==> src/hdl/gb3_pkg.sv <==
// ----------------------------------------------------------------------------
// gb3_pkg
// Shared types and constants of the 3x3 blur with replicated borders.
// ----------------------------------------------------------------------------
package gb3_pkg;

  localparam int unsigned PIX_W       = 8;
  localparam int unsigned SUM_W       = 10;
  localparam int unsigned COEF_W      = 16;
  localparam int unsigned SIZE_W      = 12;
  localparam int unsigned ROW_W       = 12;
  localparam int unsigned CFG_IDX_W   = 3;
  localparam int unsigned CFG_DATA_W  = 16;
  localparam int unsigned HEIGHT_CAP  = 2048;
  localparam int unsigned QUEUE_DEPTH = 8;
  localparam int unsigned QUEUE_PTR_W = $clog2(QUEUE_DEPTH);
  localparam int unsigned QUEUE_CNT_W = $clog2(QUEUE_DEPTH + 1);

  // register indexes
  localparam logic [CFG_IDX_W-1:0] CFG_FRAME_WIDTH  = 3'd0;
  localparam logic [CFG_IDX_W-1:0] CFG_FRAME_HEIGHT = 3'd1;
  localparam logic [CFG_IDX_W-1:0] CFG_COEF_CENTER  = 3'd2;
  localparam logic [CFG_IDX_W-1:0] CFG_COEF_EDGE    = 3'd3;
  localparam logic [CFG_IDX_W-1:0] CFG_COEF_CORNER  = 3'd4;

  // register reset values
  localparam logic [SIZE_W-1:0] RST_FRAME_WIDTH  = 12'd1100;
  localparam logic [SIZE_W-1:0] RST_FRAME_HEIGHT = 12'd720;
  localparam logic [COEF_W-1:0] RST_COEF_CENTER  = 16'd13384;
  localparam logic [COEF_W-1:0] RST_COEF_EDGE    = 16'd8113;
  localparam logic [COEF_W-1:0] RST_COEF_CORNER  = 16'd4920;

  typedef struct packed {
    logic [SIZE_W-1:0] frame_width;
    logic [SIZE_W-1:0] frame_height;
    logic [COEF_W-1:0] coef_center;
    logic [COEF_W-1:0] coef_edge;
    logic [COEF_W-1:0] coef_corner;
  } cfg_t;

  // one pending convolution: centre tap and the two tap-group sums
  typedef struct packed {
    logic             last;
    logic [PIX_W-1:0] center;
    logic [SUM_W-1:0] edge_sum;
    logic [SUM_W-1:0] corner_sum;
  } job_t;

  // up to two jobs written into the queue in one cycle, first before second
  typedef struct packed {
    logic push_first;
    logic push_second;
    job_t first;
    job_t second;
  } q_wr_t;

endpackage

==> src/hdl/gb3_queue.sv <==
// ----------------------------------------------------------------------------
// gb3_queue
// Short job queue between front and back; takes up to two jobs a cycle and
// gives one.
// ----------------------------------------------------------------------------
module gb3_queue (
  input  logic                            clk_i,
  input  logic                            rst_ni,
  input  gb3_pkg::q_wr_t                  wr_i,
  input  logic                            pop_i,
  output logic                            valid_o,
  output gb3_pkg::job_t                   job_o,
  output logic [gb3_pkg::QUEUE_CNT_W-1:0] count_o
);

  localparam int unsigned PTRW = gb3_pkg::QUEUE_PTR_W;
  localparam int unsigned CNTW = gb3_pkg::QUEUE_CNT_W;

  gb3_pkg::job_t   mem_q [gb3_pkg::QUEUE_DEPTH];
  logic [PTRW-1:0] wr_ptr_q, wr_ptr_d;
  logic [PTRW-1:0] rd_ptr_q, rd_ptr_d;
  logic [CNTW-1:0] count_q, count_d;
  logic [PTRW-1:0] addr_second;
  logic            pop;
  logic [1:0]      n_push;

  assign pop         = pop_i && (count_q != '0);
  assign n_push      = 2'(wr_i.push_first) + 2'(wr_i.push_second);
  assign addr_second = wr_ptr_q + PTRW'(wr_i.push_first);

  always_comb begin
    wr_ptr_d = wr_ptr_q + PTRW'(n_push);
    rd_ptr_d = rd_ptr_q + PTRW'(pop);
    count_d  = count_q + CNTW'(n_push) - CNTW'(pop);
  end

  always_ff @(posedge clk_i or negedge rst_ni) begin
    if (!rst_ni) begin
      wr_ptr_q <= '0;
      rd_ptr_q <= '0;
      count_q  <= '0;
    end else begin
      wr_ptr_q <= wr_ptr_d;
      rd_ptr_q <= rd_ptr_d;
      count_q  <= count_d;
    end
  end

  always_ff @(posedge clk_i) begin
    if (wr_i.push_first) begin
      mem_q[wr_ptr_q] <= wr_i.first;
    end
    if (wr_i.push_second) begin
      mem_q[addr_second] <= wr_i.second;
    end
  end

  assign valid_o = (count_q != '0);
  assign job_o   = mem_q[rd_ptr_q];
  assign count_o = count_q;

endmodule

==> config.mk <==
export PLATFORM = sky130hd
export DESIGN_NAME = gb3_queue
export DESIGN_NICKNAME = d
export VERILOG_FILES = /design/src/hdl/gb3_pkg.sv /design/src/hdl/gb3_queue.sv
export SDC_FILE = /design/constraint.sdc
export NUM_CORES = 1
export LEC_CHECK = 0
export BUFFER_PORTS_ARGS = -buffer_cell sky130_fd_sc_hd__buf_2
export CAP_MARGIN = 20
export CORE_MARGIN = 2
export CORE_UTILIZATION = 35
export CTS_CLUSTER_SIZE = 25
export DETAILED_ROUTE_END_ITERATION = 16
export SLEW_MARGIN = 20
export SYNTH_ARGS = -nofsm -noshare
export SYNTH_HDL_FRONTEND = slang
export SYNTH_SLANG_ARGS = --single-unit
==> constraint.sdc <==
create_clock -name clk_i -period 4.1 [get_ports clk_i]
set_input_delay 0.205 -clock clk_i [delete_from_list [all_inputs] [get_ports clk_i]]
set_output_delay 0.205 -clock clk_i [all_outputs]
set_load 0.01 [all_outputs]
==> flow_summary_export.csv <==
group,metric,value,unit
final_layout,finalNonFillerCells,1247,
timing,final.setup.tns,0,ns
clocking,clk_pin_slew,0.06,ns
floorplanning,chipWidth,190.3,um
timing,setup_viol,0,
power_and_ir_drop,vdd_drop_max,0.4982,mV
drt,wl_per_cell,23.78,um
timing,slew_violations,0,
logic_synthesis,synthDistinctLibCells,33,
timing,clock_skew,0.01299,ns
clocking,hold_buffers,1,
logic_synthesis,synth.net_count,738,
logic_synthesis,ys_seq_area_frac,0.5942,
placed_design,hpwl,17430,um
floorplanning,die_y,190.3,um
critical_path,end_kind,"register",
floorplanning,std_cell_rows,68,
status,outcome,"completed",
grt,grt_max_degree,51,
logic_synthesis,synth_edf_count,232,
timing,worstMarginPinSlew,1.071,ns
final_layout,layout-drive-gt1-share,0.6228,
grt,antenna_found_initial,3,
final_layout,postLayoutCoreUtil,0.4119,
grt,grt_pass1_wl,44940,um
placed_design,dp_cells,1192,
final_layout,register_area,7223,um^2
drt,drc,0,
timing,period_minus_slack,3.008,ns
logic_synthesis,syn_area,12150,um^2
critical_path,crit_path_end,"mem_q[5][1]",
logic_synthesis,yosys_warnings,0,
clocking,cts_root_buf,"clkbuf_16",
hold_path,hold_path.class,"in -> reg",
final_layout,final_nets,844,
logic_synthesis,avgSynthCellArea,18.32,um^2
logic_synthesis,synth_top_area_frac,0.5736,
logic_synthesis,post-synth-top-count-cell,"mux2_2",
grt,grt_pass1_vias,7033,
final_layout,syn_to_final_growth,16.58,%
logic_synthesis,yosys.area.top_type,"edfxtp_1",
clocking,clock-sinks,242,
placed_design,preCtsSetupSlack,1.116,ns
drt,wl,29660,um
clocking,post_cts_resized,0,
clocking,clock_latency,0.54,ns
drt,num_vias,6433,
final_layout,multi_input_area,4812,um^2
hold_path,hold_depth,3,
critical_path,cp.required,4.38,ns
logic_synthesis,async_flop_share,0.04132,
grt,grt-ovfl-total,0,
critical_path,cp.arrival,3.29,ns
timing,rsz0062_at_grt,"false",
critical_path,cp-startpoint,"wr_ptr_q[0]",
timing,hold_violations,0,
timing,relSlewSlack,0.2863,
critical_path,r2r_start,"wr_ptr_q[0]",
floorplanning,start_util,0.3533,
critical_path,cpMostUsedCell,"ha_1",
power_and_ir_drop,p_leak,4.759,nW
power_and_ir_drop,power.density,740.3,nW/um^2
critical_path,start_kind,"register",
drt,drt_first_pass_iters,4,
critical_path,rrSetupSlack,1.09,ns
clocking,cts.htree.levels,1,
drt,ant_nets,0,
logic_synthesis,synth_flop_cell,"edfxtp_1",
critical_path,crit_chain,"ha_1 -> ha_1 -> nand3b_1 -> nor2_4 -> buf_4 -> mux2_2",
floorplanning,core_area,34370,um^2
drt,drt_iter0_drc,349,
drt,via_per_inst,5.159,
flow_run,max-cap-violations,0,
timing,worst_slack,1.092,ns
logic_synthesis,ys_seq_elements,242,
clocking,cts_max_path_buffers,3,
placed_design,io_buffer_count,96,
timing,period_share,0.7337,
clocking,numCtsBuffers,28,
clocking,cts_tree,"built",
grt,grt_usage,0.1659,
critical_path,crit_slowest_cell,"nor2_4",
logic_synthesis,synth_common_cells,"mux2_2, edfxtp_1, mux4_2",
placed_design,gp_congestion,0.7021,
critical_path,critPathMaxFanout,15,
critical_path,cpPeakStageDelay,0.56,ns
critical_path,r2r_cells,6,
floorplanning,ioPinCount,97,
critical_path,criticalPathCategory,"reg -> reg",
final_layout,n_fill_cell,3174,
logic_synthesis,synth_cells,663,
critical_path,timing.rr.end,"mem_q[5][1]",
logic_synthesis,ys_top_cells_by_area,"edfxtp_1, mux2_2, mux4_2",
floorplanning,die-area,36210,um^2
timing,fmax,0.3324,GHz
timing,whs,0.03971,ns
clocking,cts_setup_buffers,0,
logic make-up (layout without fill, tap and decap cells):
| group | count (synthesis) | after routing | synth area share |
|---|---|---|---|
| xor+xnor | 8 | 8 | 0.007007 |
| flops | 242 | 242 | 0.5942 |
| buf+inv | 49 | 176 | 0.02081 |
| compound gates | 9 | 9 | 0.004738 |
| fa+ha+maj | 12 | 12 | 0.01360 |
| other cells | 0 | 2 | 0 |
| mux | 319 | 319 | 0.3495 |
| simple gates | 24 | 24 | 0.01010 |
placed cells by master, fill, tap and decap left out, drive strengths merged, types with 5 or more instances in the layout:
master and instances:
buf 116, clkbuf 38, clkinv 12, dfrtp 10, edfxtp 232, ha 10, inv 8, mux2 261
mux4 58, nand2 6, nor2 5
area by class of cell:
type,count,share of cell area
timing repair buffer,117,0.04754
sequential,242,0.5102
tap,455,0.04021
clock inverter,13,0.006098
multi-input combinational,372,0.3399
inverter,8,0.002121
clock buffer,38,0.05364
antenna,2,0.0003535
flip-flops by register name, summed over array words and instances (netlist names):
register,cells
rd_ptr_q,3
wr_ptr_q,3
count_o,4
mem_q,232
layer usage:
| layer | GRT usage | vias to the layer above | part of all wire | wire length (um) |
|---|---|---|---|---|
| li1 | - | 2914 | - | - |
| met1 | 0.2305 | 3340 | 0.45 | 13480 |
| met2 | 0.2773 | 134 | 0.49 | 14390 |
| met3 | 0.02595 | 43 | 0.042 | 1248 |
| met4 | 0.03190 | 2 | 0.017 | 518 |
| met5 | 0 | - | 0.00044 | 13 |
how the worst min path moves through the flow:
| stage | from | slack [ns] | endpoint |
|---|---|---|---|
| 4_1_cts | pop_i | 0.02 | rd_ptr_q[0] |
| 6_report | pop_i | 0.04 | rd_ptr_q[0] |
| 3_5_place_dp | rst_ni | 0.09 | wr_ptr_q[0] |
| 2_1_floorplan | rst_ni | -0.09 | count_o[0] |
| 5_1_grt | pop_i | 0.07 | rd_ptr_q[0] |
| 3_3_place_gp | rst_ni | 0.1 | wr_ptr_q[0] |
through the flow:
| stage | cell area, um^2 | power [mW] |
|---|---|---|
| final | 14160 | 10.48 |
| after global routing | 14150 | 11.02 |
| after detailed placement | 13280 | 8.291 |
| after CTS | 14140 | 10.64 |
| after global placement | 13280 | 8.243 |
| after floorplan | 12150 | 6.759 |
power breakdown:
group,switching (mW),internal [mW]
clock network,0.970,1.35
logic,2.10,1.95
registers,0.401,3.71
total,3.47,7.01
critical path, delay by kind of cell, from the launching register on:
| kind | cells | cell delay (ns) |
|---|---|---|
| buf+inv | 1 | 0.39 |
| simple gates | 2 | 0.95 |
| fa+ha+maj | 2 | 0.55 |
| flops | 1 | 0.48 |
| mux | 1 | 0.37 |
No activity file was read; power rests on OpenSTA's default activity.
