### src/hdl/gb3_pkg.sv
// ----------------------------------------------------------------------------
// gb3_pkg
// Shared types and constants of the 3x3 blur with replicated borders.
// ----------------------------------------------------------------------------
package gb3_pkg;

  localparam int unsigned PIX_W       = 8;
  localparam int unsigned SUM_W       = 10;
  localparam int unsigned COEF_W      = 16;
  localparam int unsigned SIZE_W      = 12;
  localparam int unsigned ROW_W       = 12;
  localparam int unsigned CFG_IDX_W   = 3;
  localparam int unsigned CFG_DATA_W  = 16;
  localparam int unsigned HEIGHT_CAP  = 2048;
  localparam int unsigned QUEUE_DEPTH = 8;
  localparam int unsigned QUEUE_PTR_W = $clog2(QUEUE_DEPTH);
  localparam int unsigned QUEUE_CNT_W = $clog2(QUEUE_DEPTH + 1);

  // register indexes
  localparam logic [CFG_IDX_W-1:0] CFG_FRAME_WIDTH  = 3'd0;
  localparam logic [CFG_IDX_W-1:0] CFG_FRAME_HEIGHT = 3'd1;
  localparam logic [CFG_IDX_W-1:0] CFG_COEF_CENTER  = 3'd2;
  localparam logic [CFG_IDX_W-1:0] CFG_COEF_EDGE    = 3'd3;
  localparam logic [CFG_IDX_W-1:0] CFG_COEF_CORNER  = 3'd4;

  // register reset values
  localparam logic [SIZE_W-1:0] RST_FRAME_WIDTH  = 12'd1100;
  localparam logic [SIZE_W-1:0] RST_FRAME_HEIGHT = 12'd720;
  localparam logic [COEF_W-1:0] RST_COEF_CENTER  = 16'd13384;
  localparam logic [COEF_W-1:0] RST_COEF_EDGE    = 16'd8113;
  localparam logic [COEF_W-1:0] RST_COEF_CORNER  = 16'd4920;

  typedef struct packed {
    logic [SIZE_W-1:0] frame_width;
    logic [SIZE_W-1:0] frame_height;
    logic [COEF_W-1:0] coef_center;
    logic [COEF_W-1:0] coef_edge;
    logic [COEF_W-1:0] coef_corner;
  } cfg_t;

  // one pending convolution: centre tap and the two tap-group sums
  typedef struct packed {
    logic             last;
    logic [PIX_W-1:0] center;
    logic [SUM_W-1:0] edge_sum;
    logic [SUM_W-1:0] corner_sum;
  } job_t;

  // up to two jobs written into the queue in one cycle, first before second
  typedef struct packed {
    logic push_first;
    logic push_second;
    job_t first;
    job_t second;
  } q_wr_t;

endpackage

### src/hdl/gb3_back.sv
// ----------------------------------------------------------------------------
// gb3_back
// Weights the tap groups, sums, truncates and saturates, and holds the
// result in the output register.
// ----------------------------------------------------------------------------
module gb3_back (
  input  logic                      clk_i,
  input  logic                      rst_ni,
  input  gb3_pkg::cfg_t             cfg_i,
  input  logic                      job_valid_i,
  input  gb3_pkg::job_t             job_i,
  output logic                      job_pop_o,
  output logic                      m_valid_o,
  input  logic                      m_ready_i,
  output logic [gb3_pkg::PIX_W-1:0] m_pixel_o,
  output logic                      m_last_o
);

  localparam int unsigned PCW = gb3_pkg::COEF_W + gb3_pkg::PIX_W;
  localparam int unsigned PSW = gb3_pkg::COEF_W + gb3_pkg::SUM_W;
  localparam int unsigned TW  = PSW + 2;

  logic           m_v_q, m_v_d;
  logic [PCW-1:0] p_c_q;
  logic [PSW-1:0] p_e_q;
  logic [PSW-1:0] p_k_q;
  logic           m_last_q;

  logic                      o_v_q, o_v_d;
  logic [gb3_pkg::PIX_W-1:0] o_pix_q, o_pix_d;
  logic                      o_last_q;

  logic          o_load;
  logic          m_load;
  logic [TW-1:0] total;
  logic [TW-17:0] whole;

  assign o_load    = m_v_q && (!o_v_q || m_ready_i);
  assign m_load    = !m_v_q || o_load;
  assign job_pop_o = job_valid_i && m_load;

  always_comb begin
    m_v_d = m_v_q;
    if (m_load) begin
      m_v_d = job_valid_i;
    end
    o_v_d = o_v_q;
    if (o_load) begin
      o_v_d = 1'b1;
    end else if (m_ready_i) begin
      o_v_d = 1'b0;
    end
  end

  // drop the Q0.16 fraction and clamp at full white
  always_comb begin
    total   = TW'(p_c_q) + TW'(p_e_q) + TW'(p_k_q);
    whole   = total[TW-1:16];
    o_pix_d = (whole > (TW-16)'(255)) ? 8'hff : whole[7:0];
  end

  always_ff @(posedge clk_i or negedge rst_ni) begin
    if (!rst_ni) begin
      m_v_q <= 1'b0;
      o_v_q <= 1'b0;
    end else begin
      m_v_q <= m_v_d;
      o_v_q <= o_v_d;
    end
  end

  always_ff @(posedge clk_i) begin
    if (job_pop_o) begin
      p_c_q    <= PCW'(cfg_i.coef_center) * PCW'(job_i.center);
      p_e_q    <= PSW'(cfg_i.coef_edge) * PSW'(job_i.edge_sum);
      p_k_q    <= PSW'(cfg_i.coef_corner) * PSW'(job_i.corner_sum);
      m_last_q <= job_i.last;
    end
    if (o_load) begin
      o_pix_q  <= o_pix_d;
      o_last_q <= m_last_q;
    end
  end

  assign m_valid_o = o_v_q;
  assign m_pixel_o = o_pix_q;
  assign m_last_o  = o_last_q;

endmodule

### config.mk
export PLATFORM = sky130hd
export DESIGN_NAME = gb3_back
export DESIGN_NICKNAME = d
export VERILOG_FILES = /design/src/hdl/gb3_pkg.sv /design/src/hdl/gb3_back.sv
export SDC_FILE = /design/constraint.sdc
export NUM_CORES = 1
export LEC_CHECK = 0
export BUFFER_PORTS_ARGS = -buffer_cell sky130_fd_sc_hd__buf_2
export CORE_MARGIN = 10
export CORE_UTILIZATION = 60
export DETAILED_ROUTE_END_ITERATION = 7
export PLACE_DENSITY = 0.79
export SLEW_MARGIN = 20
export SYNTH_ARGS = -nofsm -noshare
export SYNTH_HDL_FRONTEND = slang
export SYNTH_SLANG_ARGS = --single-unit
### constraint.sdc
create_clock -name clk_i -period 9.4 [get_ports clk_i]
set_input_delay 0.94 -clock clk_i [delete_from_list [all_inputs] [get_ports clk_i]]
set_output_delay 0.94 -clock clk_i [all_outputs]
set_load 0.005 [all_outputs]
==> flow_summary.json <==
{
  "largest_net_degree_at_the_start_of_global_routing": 79,
  "comb_power_share_pct": 80.2,
  "swShare_pct": 49.2,
  "regToRegSetupSlack_ns": 5.96,
  "maxSlewHeadroom_pct": 34.7,
  "finalSetupTns_ns": 0,
  "yosysTopAreaCell": "sky130_fd_sc_hd__fa_1",
  "max_vdd_drop_v": 0.000236,
  "yosys_top_cell_area_share_pct": 36.0,
  "cell_by_cell_trace_of_the_critical_path": "buf_2 -> nand2_1 -> fa_1 -> inv_1 -> fa_1 -> inv_1 -> fa_1 -> inv_1 -> fa_1 -> inv_1 -> fa_1 -> inv_1 -> ha_1 -> o21ai_0 -> a21oi_1 -> a31oi_1 -> o31ai_1 -> a31oi_1 -> a311o_1",
  "setup.worst_path.class": "in -> reg",
  "number_of_buffers_on_the_longest_clock_path": 2,
  "final_cell_area_um2": 19200,
  "cp_data_required_time_ns": 9.49,
  "synth_edf_count": 86,
  "finalWeightedCongestion": 0.897,
  "critical_path.n_buffers_inverters": 6,
  "timing.critical_path.to_type": "flop",
  "mappedNetlistArea_um2": 18200,
  "clkLatencyLatePin_ns": 0.34,
  "tritoncts": "built",
  "worst_r2r_endpoint": "m_pixel_o[7]",
  "synth_top_flop_cell": "sky130_fd_sc_hd__edfxtp_1",
  "syn2layout_area_growth_pct": 5.74,
  "grt_first_pass_wirelength_um": 66700,
  "synth_nets": 2521,
  "floorplan.io_pins": 116,
  "share_seq_of_total_power_pct": 14.1,
  "finalCoreUtilization_pct": 64.6,
  "final_cell_mix": "sky130_fd_sc_hd__inv_1 (333), sky130_fd_sc_hd__fa_1 (327), sky130_fd_sc_hd__nand2_1 (249)",
  "post_dp_cell_area_um2": 18900,
  "intPower_uw": 3390,
  "worst_slew_pin_slew_ns": 0.979,
  "crit-reg2reg-launch": "p_c_q[7]",
  "leakage_uw": 0.00958,
  "numClockSinks": 88,
  "synth_seq_cells": 88,
  "slew_violations": 0,
  "clock.fmax_mhz": 165,
  "min_period_ns": 6.05,
  "cts-buffers-inserted": 9,
  "post_cts_buffers": 0,
  "routed_wl_um": 38400,
  "ys_top_cells_by_area": "sky130_fd_sc_hd__fa_1 (36%), sky130_fd_sc_hd__edfxtp_1 (14%), sky130_fd_sc_hd__ha_1 (13%), sky130_fd_sc_hd__and2_1 (8.1%), sky130_fd_sc_hd__inv_1 (6.9%)",
  "n_antenna_cell": 0,
  "grt_overflow_total": 0,
  "crit_family": "adder cells",
  "timing.final.setup_violations": 0,
  "worst_path_largest_cell_delay_ns": 0.55,
  "worst_setup_hold_path_clk_slew_ns": 0.07,
  "wire_per_inst_um": 16.5,
  "cts-htree-levels": 3,
  "core_area_um2": 29800,
  "maximum_fanout_count_along_the_critical_path": 16,
  "critical_path_cell_count": 19,
  "finalHoldViolCount": 0,
  "synth_cells": 1896,
  "layout-drive-gt1-share_pct": 6.29,
  "post_synth.cell_area_avg_um2": 9.60,
  "async_reset_ff_share_pct": 2.27,
  "switchingPower_uw": 3280,
  "ant_nets": 0,
  "dieArea_um2": 37700,
  "routed_via_density": 5.54,
  "grt_pass1_vias": 14100,
  "maxCapViolCount": 0,
  "remaining_drc_errors": 0,
  "holdWs_ns": 0.381,
  "grt.total_usage_pct": 20.8,
  "r2r_cells": 9,
  "final_min_period_over_clock_period_pct": 64.3,
  "finalClockSkew_ns": 0.00991,
  "die_width_um": 194,
  "layout_commonest_cell": "sky130_fd_sc_hd__inv_1",
  "timing.critical_path.from_type": "primary input",
  "setup.worst_path.end": "p_k_q[21]",
  "power.density_nw_per_um2": 347,
  "nets": 2561,
  "synthesis.yosys.warnings": 0,
  "rsz0062_at_grt": "no",
  "place.port_buffers": 91,
  "ctsResizeCount": 0,
  "post-dp-hpwl_um": 32000,
  "cp.arrival_ns": 6.14,
  "clock_power_share_pct": 5.7,
  "synth_cell_type_count": 64,
  "hold_path_class": "in -> async",
  "final-instance-count-excl-fill": 2331,
  "num_rows": 63,
  "routed-via-count": 12900,
  "run_status": "finished clean",
  "cell_at_the_slowest_stage_of_the_critical_path": "sky130_fd_sc_hd__fa_1",
  "initial_core_util_pct": 61.1,
  "critPathLaunch": "job_i[1]",
  "drt_iter0_drc": 643,
  "cts-root-buf": "sky130_fd_sc_hd__clkbuf_16",
  "detail_route.first_pass.iterations": 5,
  "floorplan.die.height_um": 194,
  "placedCellCount": 2315,
  "antenna_found_initial": 0,
  "seq_area_frac_synth_pct": 14.5,
  "holdBufCountCts": 0
}
## synthesized netlist by cell type (9+ instances only)
cell / number
sky130_fd_sc_hd__clkbuf_1: 62
sky130_fd_sc_hd__a21oi_1: 61
sky130_fd_sc_hd__nand2_1: 249
sky130_fd_sc_hd__nor2_1: 46
sky130_fd_sc_hd__and2_1: 237
sky130_fd_sc_hd__o211ai_1: 14
sky130_fd_sc_hd__fa_1: 327
sky130_fd_sc_hd__o21ai_0: 20
sky130_fd_sc_hd__a211oi_1: 9
sky130_fd_sc_hd__nand3_1: 19
sky130_fd_sc_hd__xor2_1: 19
sky130_fd_sc_hd__and3_1: 10
sky130_fd_sc_hd__nor3_1: 11
sky130_fd_sc_hd__nand2b_1: 10
sky130_fd_sc_hd__a21o_1: 27
sky130_fd_sc_hd__xnor2_1: 51
sky130_fd_sc_hd__edfxtp_1: 86
sky130_fd_sc_hd__ha_1: 193
sky130_fd_sc_hd__nor2b_1: 9
sky130_fd_sc_hd__inv_1: 333
## worst min path at each step
| stage | cells past startpoint | slack [ns] | endpoint |
|---|---|---|---|
| 6_report | 1 | 0.38 | m_v_q |
| 5_1_grt | 1 | 0.37 | m_v_q |
| 4_1_cts | 1 | 0.37 | m_valid_o |
| 3_5_place_dp | 0 | 0.41 | m_last_o |
| 3_3_place_gp | 0 | 0.42 | m_last_o |
| 2_1_floorplan | 0 | 0.40 | m_last_o |
## power by group through the flow
| stage | combinational [µW] | clock, µW | sequential, µW |
|---|---|---|---|
| 4_1_cts | 5360 | 388 | 940 |
| 5_1_grt | 6090 | 401 | 959 |
| 6_report | 5350 | 383 | 937 |
| 2_1_floorplan | 4130 | 0 | 913 |
| 3_5_place_dp | 5320 | 0 | 947 |
| 3_3_place_gp | 5140 | 0 | 939 |
## final cells by class
type	instances	area, µm²
repair buffers	92	463
fillers	2382	10600
multi-input cells	1412	14100
clock inverters	6	90.1
clock buffers	10	229
flip-flops and latches	88	2630
well taps	390	488
inverters	333	1250
## stage by stage
step	setup slack, ns	power (µW)
floorplan	1.77	5040
finish	3.35	6670
global placement	3.14	6080
CTS	3.39	6680
global route	3.02	7450
detailed placement	3.00	6270
## registers in the layout (all words and copies together), names as in the netlist
name       flops
m_last_o       1
m_last_q       1
m_pixel_o      8
m_v_q          1
m_valid_o      1
p_c_q         24
p_e_q         26
p_k_q         26
## metal layers
layer	track usage, %	share of wire (%)
met5	0	0
met3	2.63	5.6
met1	27.5	43
met4	3.92	1.1
met2	36.1	50
## worst reg2reg max path, delay by kind of cell, from the launching register on
kind            cells  cell delay [ns]
simple gates        2             0.67
fa+ha+maj           2             0.81
flops               1             0.41
mux                 1             0.28
compound gates      4             0.97
## cells by family (layout without fill, tap and decap cells)
logic type / count (synthesis) / count (layout) / synth area share, %
AO/OA/AOI/OAI: 205 / 205 / 7.52
buffers and inverters: 396 / 441 / 8.17
AND/OR/NAND/NOR: 615 / 615 / 17.0
XOR/XNOR: 70 / 70 / 3.37
flip-flops: 88 / 88 / 14.5
adder cells (fa/ha/maj): 520 / 520 / 49.3
multiplexers: 2 / 2 / 0.179
Note: power is estimated with default switching activity, not from simulation.
